### config.mk
export PLATFORM = sky130hd
export DESIGN_NAME = welford_running_stats
export DESIGN_NICKNAME = d
export VERILOG_FILES = /design/src/rtl/wrs_pkg.sv /design/src/rtl/wrs_datapath.sv /design/src/rtl/wrs_ctrl.sv /design/src/rtl/welford_running_stats.sv
export SDC_FILE = /design/constraint.sdc
export NUM_CORES = 2
export LEC_CHECK = 0
export CAP_MARGIN = 0
export CORE_ASPECT_RATIO = 1.25
export CORE_UTILIZATION = 45
export DETAILED_ROUTE_END_ITERATION = 6
export DONT_BUFFER_PORTS = 1
export GPL_TIMING_DRIVEN = 0
export SYNTH_ARGS = -nofsm -noshare
export SYNTH_HDL_FRONTEND = slang
export SYNTH_SLANG_ARGS = --single-unit
### constraint.sdc
create_clock -name clk_i -period 14.2 [get_ports clk_i]
set_input_delay 2.84 -clock clk_i [delete_from_list [all_inputs] [get_ports clk_i]]
set_output_delay 2.84 -clock clk_i [all_outputs]
set_load 0.02 [all_outputs]
### src/rtl/wrs_pkg.sv
// Shared constants, widths and controller/datapath command types for the running stats unit.
package wrs_pkg;

  localparam int SampleWidthDef = 32;
  localparam int FracBitsDef    = 16;
  localparam int CountWidthDef  = 32;

  localparam int AccWidth   = 64;
  localparam int OutWidth   = 32;
  localparam int SqrtWidth  = AccWidth / 2;

  // tdata layout on the master side, lowest bits first; zero pad above variance_valid
  localparam int OutDataBits = 4 * OutWidth + AccWidth + OutWidth + 1;
  localparam int OutDataWidth = ((OutDataBits + 7) / 8) * 8;

  // command bundle from controller to datapath
  typedef struct packed {
    logic load;       // capture sample, bump count, start mean division
    logic div_step;   // one quotient bit
    logic mean_upd;   // apply quotient to mean
    logic mul_stage;  // register product
    logic acc_upd;    // accumulate M2, update min/max
    logic var_init;   // load variance division
    logic sqrt_init;  // load square root
    logic sqrt_step;  // one root bit
    logic out_load;   // capture result
  } wrs_cmd_t;

endpackage

### src/rtl/wrs_datapath.sv
// Datapath: Welford state, shared restoring divider, saturating multiply, iterative square root.
module wrs_datapath #(
  parameter int SampleWidth = wrs_pkg::SampleWidthDef,
  parameter int CountWidth  = wrs_pkg::CountWidthDef
) (
  input  logic                          clk_i,
  input  logic                          rst_ni,
  input  wrs_pkg::wrs_cmd_t             cmd_i,
  input  logic [SampleWidth-1:0]        sample_i,
  output logic                          var_valid_o,
  output logic [wrs_pkg::OutDataWidth-1:0] result_o
);

  localparam int AW = wrs_pkg::AccWidth;
  localparam int SW = SampleWidth + 2;   // delta headroom
  localparam int DW = AW;                // divider width
  localparam int RW = wrs_pkg::SqrtWidth;
  localparam int MW = SampleWidth;       // |delta| < 2^SampleWidth
  localparam int PW = (2 * MW > AW) ? 2 * MW : AW;
  localparam logic [CountWidth-1:0] CMax = {CountWidth{1'b1}};

  logic [CountWidth-1:0]        count_q;
  logic signed [SampleWidth-1:0] mean_q, min_q, max_q, smp_q;
  logic [AW-1:0]                m2_q;

  // divider: restoring, quotient shifts into dividend register
  logic [DW-1:0] dq_q, dr_q, dd_q;
  logic          dneg_q;
  logic signed [SW-1:0] delta_q, delta2;
  logic [AW-1:0] prod_q;

  // square root
  logic [AW-1:0] sx_q;
  logic [AW-1:0] srem_q;
  logic [RW-1:0] sroot_q;

  logic [AW-1:0] var_q;
  logic [wrs_pkg::OutDataWidth-1:0] res_q;

  logic [DW:0]   dtrial;
  logic [DW-1:0] dnext_r;
  logic [CountWidth-1:0] cnt_n;
  logic signed [SW-1:0] delta_n, quo_s, mean_n;
  logic [SW-1:0] mag_d;
  logic [AW+1:0] strial_rem;
  logic [AW+1:0] strial_sub;
  logic [MW-1:0] mag1, mag2;
  logic [2*MW-1:0] prod_raw;
  logic [PW-1:0] prod_ext;
  logic          prod_neg;
  logic [AW:0]   m2_sum;

  assign cnt_n   = (count_q == CMax) ? count_q : count_q + CountWidth'(1);
  assign delta_n = SW'(signed'(sample_i)) - SW'(mean_q);
  assign mag_d   = delta_n[SW-1] ? SW'(-delta_n) : SW'(delta_n);

  assign dtrial  = {dr_q, dq_q[DW-1]} - {1'b0, dd_q};
  assign dnext_r = dtrial[DW] ? {dr_q[DW-2:0], dq_q[DW-1]} : dtrial[DW-1:0];

  assign quo_s  = dneg_q ? SW'(-signed'(SW'(dq_q))) : signed'(SW'(dq_q));
  assign mean_n = SW'(mean_q) + quo_s;
  assign delta2 = SW'(smp_q) - SW'(mean_q);

  // both magnitudes fit in SampleWidth bits
  assign mag1 = MW'(delta_q[SW-1] ? -delta_q : delta_q);
  assign mag2 = MW'(delta2[SW-1] ? -delta2 : delta2);
  assign prod_raw = mag1 * mag2;
  assign prod_ext = PW'(prod_raw);
  // opposite signs give a zero contribution
  assign prod_neg = (delta_q[SW-1] && delta2 > 0) ||
                    (!delta_q[SW-1] && delta_q != 0 && delta2[SW-1]);
  assign m2_sum = {1'b0, m2_q} + {1'b0, prod_q};

  assign strial_rem = {srem_q, sx_q[AW-1:AW-2]};
  assign strial_sub = strial_rem - {{(AW-RW){1'b0}}, sroot_q, 2'b01};

  always_ff @(posedge clk_i or negedge rst_ni) begin
    if (!rst_ni) begin
      count_q <= '0;
      mean_q  <= '0;
      m2_q    <= '0;
      min_q   <= {1'b0, {(SampleWidth-1){1'b1}}};
      max_q   <= {1'b1, {(SampleWidth-1){1'b0}}};
    end else begin
      if (cmd_i.load) count_q <= cnt_n;
      if (cmd_i.mean_upd) mean_q <= SampleWidth'(mean_n);
      if (cmd_i.acc_upd) begin
        m2_q <= m2_sum[AW] ? '1 : m2_sum[AW-1:0];
        if (smp_q < min_q) min_q <= smp_q;
        if (smp_q > max_q) max_q <= smp_q;
      end
    end
  end

  always_ff @(posedge clk_i) begin
    if (cmd_i.load) begin
      smp_q   <= sample_i;
      delta_q <= delta_n;
      dneg_q  <= delta_n[SW-1];
      dq_q    <= DW'(mag_d);
      dr_q    <= '0;
      dd_q    <= DW'(cnt_n);
    end else if (cmd_i.var_init) begin
      dneg_q <= 1'b0;
      dq_q   <= m2_q;
      dr_q   <= '0;
      dd_q   <= DW'(count_q - CountWidth'(1));
    end else if (cmd_i.div_step) begin
      dr_q <= dnext_r;
      dq_q <= {dq_q[DW-2:0], ~dtrial[DW]};
    end
    if (cmd_i.mul_stage) begin
      prod_q <= prod_neg ? '0 :
                ((prod_ext > PW'({AW{1'b1}})) ? '1 : prod_ext[AW-1:0]);
    end
    if (cmd_i.sqrt_init) begin
      var_q   <= dq_q;
      sx_q    <= dq_q;
      srem_q  <= '0;
      sroot_q <= '0;
    end else if (cmd_i.sqrt_step) begin
      sx_q <= {sx_q[AW-3:0], 2'b00};
      if (!strial_sub[AW+1]) begin
        srem_q  <= strial_sub[AW-1:0];
        sroot_q <= {sroot_q[RW-2:0], 1'b1};
      end else begin
        srem_q  <= strial_rem[AW-1:0];
        sroot_q <= {sroot_q[RW-2:0], 1'b0};
      end
    end
    if (cmd_i.out_load) begin
      res_q <= wrs_pkg::OutDataWidth'({
        (count_q >= CountWidth'(2)),
        (count_q >= CountWidth'(2)) ? sroot_q : RW'(0),
        (count_q >= CountWidth'(2)) ? var_q : AW'(0),
        wrs_pkg::OutWidth'(max_q), wrs_pkg::OutWidth'(min_q),
        wrs_pkg::OutWidth'(mean_q), wrs_pkg::OutWidth'(count_q)});
    end
  end

  assign var_valid_o = (count_q >= CountWidth'(2));
  assign result_o    = res_q;

endmodule

### src/rtl/wrs_ctrl.sv
// Controller: per sample runs division, multiply, accumulate, variance div if count > 1, root.
module wrs_ctrl (
  input  logic              clk_i,
  input  logic              rst_ni,
  input  logic              in_valid_i,
  output logic              in_ready_o,
  output logic              out_valid_o,
  input  logic              out_ready_i,
  input  logic              var_valid_i,
  output wrs_pkg::wrs_cmd_t cmd_o
);

  localparam logic [3:0] S_IDLE  = 4'd0;
  localparam logic [3:0] S_MDIV  = 4'd1;
  localparam logic [3:0] S_MUPD  = 4'd2;
  localparam logic [3:0] S_MUL   = 4'd3;
  localparam logic [3:0] S_ACC   = 4'd4;
  localparam logic [3:0] S_VINIT = 4'd5;
  localparam logic [3:0] S_VDIV  = 4'd6;
  localparam logic [3:0] S_SINIT = 4'd7;
  localparam logic [3:0] S_SQRT  = 4'd8;
  localparam logic [3:0] S_OUT   = 4'd9;

  localparam int DivSteps  = wrs_pkg::AccWidth;
  localparam int SqrtSteps = wrs_pkg::SqrtWidth;

  logic [3:0] state_q, state_d;
  logic [6:0] cnt_q, cnt_d;
  logic       ovld_q, ovld_d;
  logic       take;

  assign in_ready_o  = (state_q == S_IDLE);
  assign take        = in_valid_i && in_ready_o;
  assign out_valid_o = ovld_q;

  always_comb begin
    state_d = state_q;
    cnt_d   = cnt_q;
    cmd_o   = '0;
    ovld_d  = ovld_q && !out_ready_i;
    unique case (state_q)
      S_IDLE: if (take) begin
        cmd_o.load = 1'b1; cnt_d = '0; state_d = S_MDIV;
      end
      S_MDIV: begin
        cmd_o.div_step = 1'b1; cnt_d = cnt_q + 7'd1;
        if (cnt_q == 7'(DivSteps - 1)) state_d = S_MUPD;
      end
      S_MUPD: begin cmd_o.mean_upd = 1'b1; state_d = S_MUL; end
      S_MUL:  begin cmd_o.mul_stage = 1'b1; state_d = S_ACC; end
      S_ACC:  begin cmd_o.acc_upd = 1'b1; state_d = S_VINIT; end
      S_VINIT: begin
        cmd_o.var_init = 1'b1; cnt_d = '0;
        state_d = var_valid_i ? S_VDIV : S_SINIT;
      end
      S_VDIV: begin
        cmd_o.div_step = 1'b1; cnt_d = cnt_q + 7'd1;
        if (cnt_q == 7'(DivSteps - 1)) state_d = S_SINIT;
      end
      S_SINIT: begin cmd_o.sqrt_init = 1'b1; cnt_d = '0; state_d = S_SQRT; end
      S_SQRT: begin
        cmd_o.sqrt_step = 1'b1; cnt_d = cnt_q + 7'd1;
        if (cnt_q == 7'(SqrtSteps - 1)) state_d = S_OUT;
      end
      S_OUT: if (!ovld_q || out_ready_i) begin
        cmd_o.out_load = 1'b1; ovld_d = 1'b1; state_d = S_IDLE;
      end
      default: state_d = S_IDLE;
    endcase
  end

  always_ff @(posedge clk_i or negedge rst_ni) begin
    if (!rst_ni) begin
      state_q <= S_IDLE;
      cnt_q   <= '0;
      ovld_q  <= 1'b0;
    end else begin
      state_q <= state_d;
      cnt_q   <= cnt_d;
      ovld_q  <= ovld_d;
    end
  end

  a_accept_idle: assert property (@(posedge clk_i) disable iff (!rst_ni)
    take |=> state_q == S_MDIV) else $error("accept did not start division");
  a_out_hold: assert property (@(posedge clk_i) disable iff (!rst_ni)
    ovld_q && !out_ready_i |=> ovld_q) else $error("result dropped");
  a_one_cmd: assert property (@(posedge clk_i) disable iff (!rst_ni)
    $onehot0(cmd_o)) else $error("conflicting commands");

endmodule

### src/rtl/welford_running_stats.sv
// Top level of the Welford running statistics unit.
// Usage:
//  - Slave channel s_axis_*: one beat carries a signed Q15.16 sample.
//  - Master channel m_axis_*: one beat per sample with count, mean, min,
//    max, variance (Q32.32), std dev (Q16.16) and a variance-valid flag.
//  - Each sample runs from accept to result valid through a 64-step
//    restoring division by the count for the mean, a saturating multiply,
//    a 64-step division by count-1 for the variance, and a 32-step square
//    root, all on one shared divider and one root unit sequenced by the
//    controller. Below two samples the variance division is skipped.
//  - One sample is in flight at a time; the next beat is accepted once the
//    result is in the output register, even if the receiver has not taken it.
//  - If the receiver stalls, the finished result waits in the output
//    register and the next result waits at the end of its sequence.
//  - Reset clears count, mean and M2, sets min to the most positive and max
//    to the most negative value, and empties the output register.
module welford_running_stats #(
  parameter int SampleWidth = wrs_pkg::SampleWidthDef,
  parameter int CountWidth  = wrs_pkg::CountWidthDef
) (
  input  logic                             clk_i,
  input  logic                             rst_ni,
  input  logic                             s_axis_tvalid,
  output logic                             s_axis_tready,
  input  logic [SampleWidth-1:0]           s_axis_tdata,  // sample
  output logic                             m_axis_tvalid,
  input  logic                             m_axis_tready,
  // sample_count, mean, minimum, maximum, variance, std_dev, variance_valid
  output logic [wrs_pkg::OutDataWidth-1:0] m_axis_tdata
);

  wrs_pkg::wrs_cmd_t cmd;
  logic              var_valid;

  wrs_ctrl u_ctrl (
    .clk_i       (clk_i),
    .rst_ni      (rst_ni),
    .in_valid_i  (s_axis_tvalid),
    .in_ready_o  (s_axis_tready),
    .out_valid_o (m_axis_tvalid),
    .out_ready_i (m_axis_tready),
    .var_valid_i (var_valid),
    .cmd_o       (cmd)
  );

  wrs_datapath #(
    .SampleWidth (SampleWidth),
    .CountWidth  (CountWidth)
  ) u_dp (
    .clk_i       (clk_i),
    .rst_ni      (rst_ni),
    .cmd_i       (cmd),
    .sample_i    (s_axis_tdata),
    .var_valid_o (var_valid),
    .result_o    (m_axis_tdata)
  );

endmodule

Word-level counts from Yosys, hierarchy flattened:

Cells that the tools add are included.

* add/subtract/negate cells: 13
* $mul: 1
* order comparisons: 5
* equal/unequal tests: 17
* mux-type cells: 41
* bitwise operators: 1
* reductions and logical operators: 25

Operators by type and width (count)
* 64-bit two-way mux: 8
* 32-bit two-way mux: 6
* 32-bit negator: 3
* 34-bit two-way mux: 2
* 32-bit by 32-bit subtractor with 33-bit output: 2
* 66-bit by 34-bit subtractor with 66-bit output: 1
* 64-bit by 64-bit adder with 65-bit output: 1
* 65-bit by 64-bit subtractor with 65-bit output: 1
* 64-bit greater-than comparator, second input constant: 1
* 32-bit by 32-bit multiplier with 64-bit output: 1
* 4-bit case mux with 10 select lines: 1
* 33-bit negator with 34-bit output: 1
* 34-bit nonzero test: 1
* 33-bit by 1-bit greater-than comparator with 1-bit output, second input constant: 1
* 32-bit by 1-bit subtractor with 33-bit output, second input constant: 1
* 32-bit by 1-bit adder with 32-bit output, second input constant: 1
* 32-bit adder: 1
* 32-bit equality test, second input constant: 1
* 32-bit by 2-bit >= comparator with 1-bit output, second input constant: 1
* 32-bit greater-than comparator: 1
* 32-bit less-than comparator: 1
* 7-bit case mux with 3 select lines: 1
* 4-bit two-way mux: 5
* 1-bit two-way mux: 17
* 21 further kinds: 43

* register bits after elaboration: 944
* output and inout bits: 234

Longest topological paths before layout:

* word-level depth: 6
* mapped depth: 45
* gate-level depth less buffers: 41

Modules after synthesis:

Synthesis repeated with hierarchy kept, for this count alone.

* cell total of the unflattened synthesis: 9372
* area, all modules: 87914.3 µm²

Modules (own cells, without submodules)
* wrs_datapath: instances 1, cells an instance 9284, area an instance 87134.8 µm², seq. area each 25154.1 µm²
* wrs_ctrl: instances 1, cells an instance 88, area an instance 779.5 µm², seq. area each 300.3 µm²

Worst setup path after synthesis:

Ideal clock, no wire load.

* kind: input -> register
* from: input m_axis_tready
* to: register u_dp.res_q, in the netlist u_dp.result_o[0] (enable)
* setup time: 0.814 ns
* data arrival time: 12.190 ns
* required time: 13.386 ns
* slack: 1.196 ns
* cell stages on the path: 2
* path buffers: 0
* path through: nor2b_1 > nor2_1

RTL lines
* from (decl): RTL line welford_running_stats.sv:27 `input logic m_axis_tready,`
* to (signal assigned): RTL line wrs_datapath.sv:132 `res_q <= wrs_pkg::OutDataWidth'({`
* to (decl): RTL line wrs_datapath.sv:38 `logic [wrs_pkg::OutDataWidth-1:0] res_q;`

Final worst setup path:

* from: register u_dp.mean_q[0]
* to: register u_dp.prod_q[57], data pin

* longest elaborated chain between the ends: 6
* elaborated cells between the ends (all ways): 10

Ends and longest elaborated chain
* from (decl): RTL line wrs_datapath.sv:23 `logic signed [SampleWidth-1:0] mean_q, min_q, max_q, smp_q;`
* from (signal assigned): RTL line wrs_datapath.sv:86 `if (cmd_i.mean_upd) mean_q <= SampleWidth'(mean_n);`
* 32-bit by 32-bit subtractor with 33-bit output *: RTL line wrs_datapath.sv:62 `assign delta2 = SW'(smp_q) - SW'(mean_q);`
* 32-bit negator: RTL line wrs_datapath.sv:66 `assign mag2 = MW'(delta2[SW-1] ? -delta2 : delta2);`
* 32-bit two-way mux: RTL line wrs_datapath.sv:66
* 32-bit by 32-bit multiplier with 64-bit output: RTL line wrs_datapath.sv:67 `assign prod_raw = mag1 * mag2;`
* 64-bit greater-than comparator: RTL line wrs_datapath.sv:114 `((prod_ext > PW'({AW{1'b1}})) ? '1 : prod_ext[AW-1:0]);`
* 64-bit two-way mux: RTL line wrs_datapath.sv:114
* to (signal assigned): RTL line wrs_datapath.sv:113 `prod_q <= prod_neg ? '0 :`
* to (decl): RTL line wrs_datapath.sv:30 `logic [AW-1:0] prod_q;`

Mark *: on every way between the ends. The rest lies on a longest branch, timed or not.
A chain may end at the register's enable or synchronous reset.

==> metrics.cfg <==
[run_status]
status = finished, violations left
violations = DRC, capacitance limit, slew limit

[grt]
grt_pass1_wl_mm = 447
grt_use_total_pct = 30.5
grt_overflow = 0
antenna_found_initial = 11
grt_pass1_vias = 70900
grt_start_max_net_pins = 205

[final_layout]
drive_gt1_share_pct = 4.53
layout.nets = 11100
multi_input_area_sq_mm = 0.0556
final_core_util_pct = 49.1
final_cells = 12200
n_fill_cell = 18300
syn_to_final_growth_pct = 8.31
regArea_sq_mm = 0.0255

[critical_path]
cp_max_fo = 10
crit_path_top_delay_cell = xnor2_1
crit_arrival_ns = 14.43
rr_endpoint = u_dp.prod_q[57]$_SDFFCE_PP0P_
path_class = register to register
max_stage_delay_ns = 1.13
reg2reg_from = u_dp.mean_q[0]$_DFFE_PN0P_
reg2reg_slack_ns = 0.20
required_ns = 14.63
cp-start-kind = register
cpMostUsedCell = fa_1
reg2reg_depth = 36
critPathCaptureType = register

[routing]
wl_met3_mm = 19.3
avgRoutedWirePerCell_um = 24.6
routed-via-count = 69800
route.met2.wl_mm = 141
routed_wl_mm = 300
via_per_inst = 5.72
dr.pass1.iters = 7
highest-signal-layer = met5
ant_nets = 0
wl_met1_mm = 119
drc = 1
drt_iter0_markers = 5921

[sta]
tightestPinTransition_ns = 1.59
skew_ns = 0.0728
relSlewSlack_pct = -6.59
setup_viol = 0
finalCritPeriodShare_pct = 98.6
hold_viol_final = 0
tns_ns = 0
holdWs_ns = 0.440
slew_viol_final = 24
fin_crit_ns = 14.00
fmax_mhz = 71.4

[synth]
synth_edf_count = 549
yosys.area_share.adder_pct = 29.1
synthXorXnorAreaFrac_pct = 5.26
syn_area_per_cell_sq_um = 9.26
ys_seq_elements = 944
synth_top_family_by_area = adder cells
synthCells = 9423
synth_simple_gate_area_share_pct = 14.8
async_flop_share_pct = 21.6
synth_area_sq_mm = 0.0873
ys_seq_area_share_pct = 29.2
synth.area.mux_share_pct = 1.60
yosys_warnings = 0
synth.distinct_cells = 95
synth_flop_cell = edfxtp_1
synth-compound-area-share_pct = 12.6

[cts]
cts_tree = done
cts_max_level = 3
root_buffer = clkbuf_16
clock_latency_ns = 0.75
cts.path.max_buffers = 3
cts_sinks = 944
clk_pin_slew_ns = 0.06
cts_buffers = 96

[die]
num_rows = 180
core_sq_mm = 0.193
fp.dieH_um = 494
fp.dieW_um = 396
dieArea_sq_mm = 0.196
start_util_pct = 45.3
ios = 270

[worst_hold_path]
min_delay_worst_endpoint = u_dp.result_o[10]$_DFFE_PP_
whs_path_depth = 0
worstHoldStart = u_dp.count_q[10]$_DFFE_PN0P_
hp-class = register to register

[placement]
io_buffers = 0
place_inst = 12000
detailed_place_hpwl_mm = 243
gp_congestion = 1.02

[flow_run]
cap_violations = 4

[synth_stat cells (131+ instances only)]
library cell | n | area share (%)
clkbuf_1 | 401 | 1.7
edfxtp_1 | 549 | 19
nand3_1 | 175 | 1.0
a21o_1 | 205 | 1.8
and2_1 | 131 | 0.94
xnor2_1 | 276 | 2.8
ha_1 | 590 | 8.5
inv_1 | 1261 | 5.4
o21ai_0 | 406 | 2.3
a21oi_1 | 481 | 2.8
nor2_1 | 798 | 3.4
xor2_1 | 238 | 2.4
dfrtp_1 | 172 | 4.9
nand2_1 | 1228 | 5.3
fa_1 | 901 | 21
dfxtp_1 | 191 | 4.4
[metrics by stage]
stage	worst slack, ns	instance area (sq um)
2_1_floorplan	1.20	87300
3_3_place_gp	-2.61	90500
3_5_place_dp	-0.436	91100
4_1_cts	0.0405	94300
5_1_grt	-0.00923	94500
6_report	0.204	94500
[flip-flops by register name, summed over array words and instances, names as in the netlist]
name and count:
u_dp.result_o 225, u_dp.dq_q 64, u_dp.dr_q 64, u_dp.m2_q 64
u_dp.prod_q 64, u_dp.srem_q 64, u_dp.sx_q 64, u_dp.var_q 64
u_dp.dd_q 33, u_dp.delta_q 33, u_dp.count_q 32, u_dp.max_q 32
u_dp.mean_q 32, u_dp.min_q 32, u_dp.smp_q 32, u_dp.sroot_q 32
u_ctrl.cnt_q 7, u_ctrl.state_q 4, u_ctrl.out_valid_o 1, u_dp.dneg_q 1
[layout make-up]
type | count | area share [%]
Antenna cell | 5 | 0.0132
Buffer | 453 | 1.89
Clock buffer | 128 | 2.88
Clock inverter | 54 | 0.547
Inverter | 1264 | 5.02
Multi-Input combinational cell | 6768 | 58.8
Sequential cell | 944 | 26.9
Tap cell | 2548 | 3.37
Timing Repair Buffer | 34 | 0.495
[worst max path at each step]
stage                                          to                   startpoint  depth (start not counted)
floorplan              u_dp.result_o[0]$_DFFE_PP_                m_axis_tready                          2
global placement      u_dp.result_o[66]$_DFFE_PP_                m_axis_tready                          2
detailed placement  u_dp.prod_q[59]$_SDFFCE_PP0P_  u_dp.mean_q[12]$_DFFE_PN0P_                         40
CTS                 u_dp.prod_q[57]$_SDFFCE_PP0P_   u_dp.mean_q[0]$_DFFE_PN0P_                         38
global route        u_dp.prod_q[59]$_SDFFCE_PP0P_  u_dp.mean_q[12]$_DFFE_PN0P_                         41
finish              u_dp.prod_q[57]$_SDFFCE_PP0P_   u_dp.mean_q[0]$_DFFE_PN0P_                         36
[timing repair]
| action | CTS | global route |
|---|---|---|
| setup endpoints to repair | 9 | 17 |
| pin swaps | 0 | 1 |
| hold buffers | 0 | 0 |
| setup buffers | 0 | 2 |
| resized for setup | 3 | 27 |
[logic make-up (layout without fill, tap and decap cells)]
family                   Yosys count  count (layout)
multiplexers                     131             131
AO/OA/AOI/OAI                   1718            1718
other                              1              12
adder cells (fa/ha/maj)         1491            1491
AND/OR/NAND/NOR                 2902            2902
buffers and inverters           1717            1933
XOR/XNOR                         519             519
flip-flops                       944             944
[per-layer routing]
metal	up-vias	global-route usage, %
li1	31600	-
met1	34800	38.0
met2	2663	50.9
met3	715	4.24
met4	10	17.4
met5	-	0
[critical path: cells and delay by family, from the launching register on]
family / cells / cell delay [ns]
adder cells (fa/ha/maj): 11 / 5.31
buffers and inverters: 5 / 1.50
XOR/XNOR: 2 / 1.29
AND/OR/NAND/NOR: 6 / 1.13
flip-flops: 1 / 0.56
AO/OA/AOI/OAI: 12 / 3.87
[cells in the final DEF, fill, tap and decap left out, drive strengths merged, types with 52 or more instances in the layout]
master | synthesis | layout
a211oi | 67 | 67
a21o | 205 | 205
a21oi | 481 | 481
a31oi | 64 | 64
and2 | 134 | 134
buf | 52 | 86
clkbuf | 401 | 529
dfrtp | 172 | 172
dfxtp | 191 | 191
edfxtp | 549 | 549
fa | 901 | 901
ha | 590 | 590
inv | 1262 | 1269
mux2 | 67 | 67
mux2i | 64 | 64
nand2 | 1228 | 1228
nand2b | 79 | 79
nand3 | 175 | 175
nand4 | 78 | 78
nor2 | 798 | 798
nor2b | 60 | 60
nor3 | 104 | 104
o21a | 57 | 57
o21ai | 408 | 408
o21bai | 52 | 52
o31ai | 58 | 58
xnor2 | 280 | 280
xor2 | 239 | 239
Power is not shown: default switching activity piles up to over one toggle a cycle in this logic, so the estimate is an artifact.
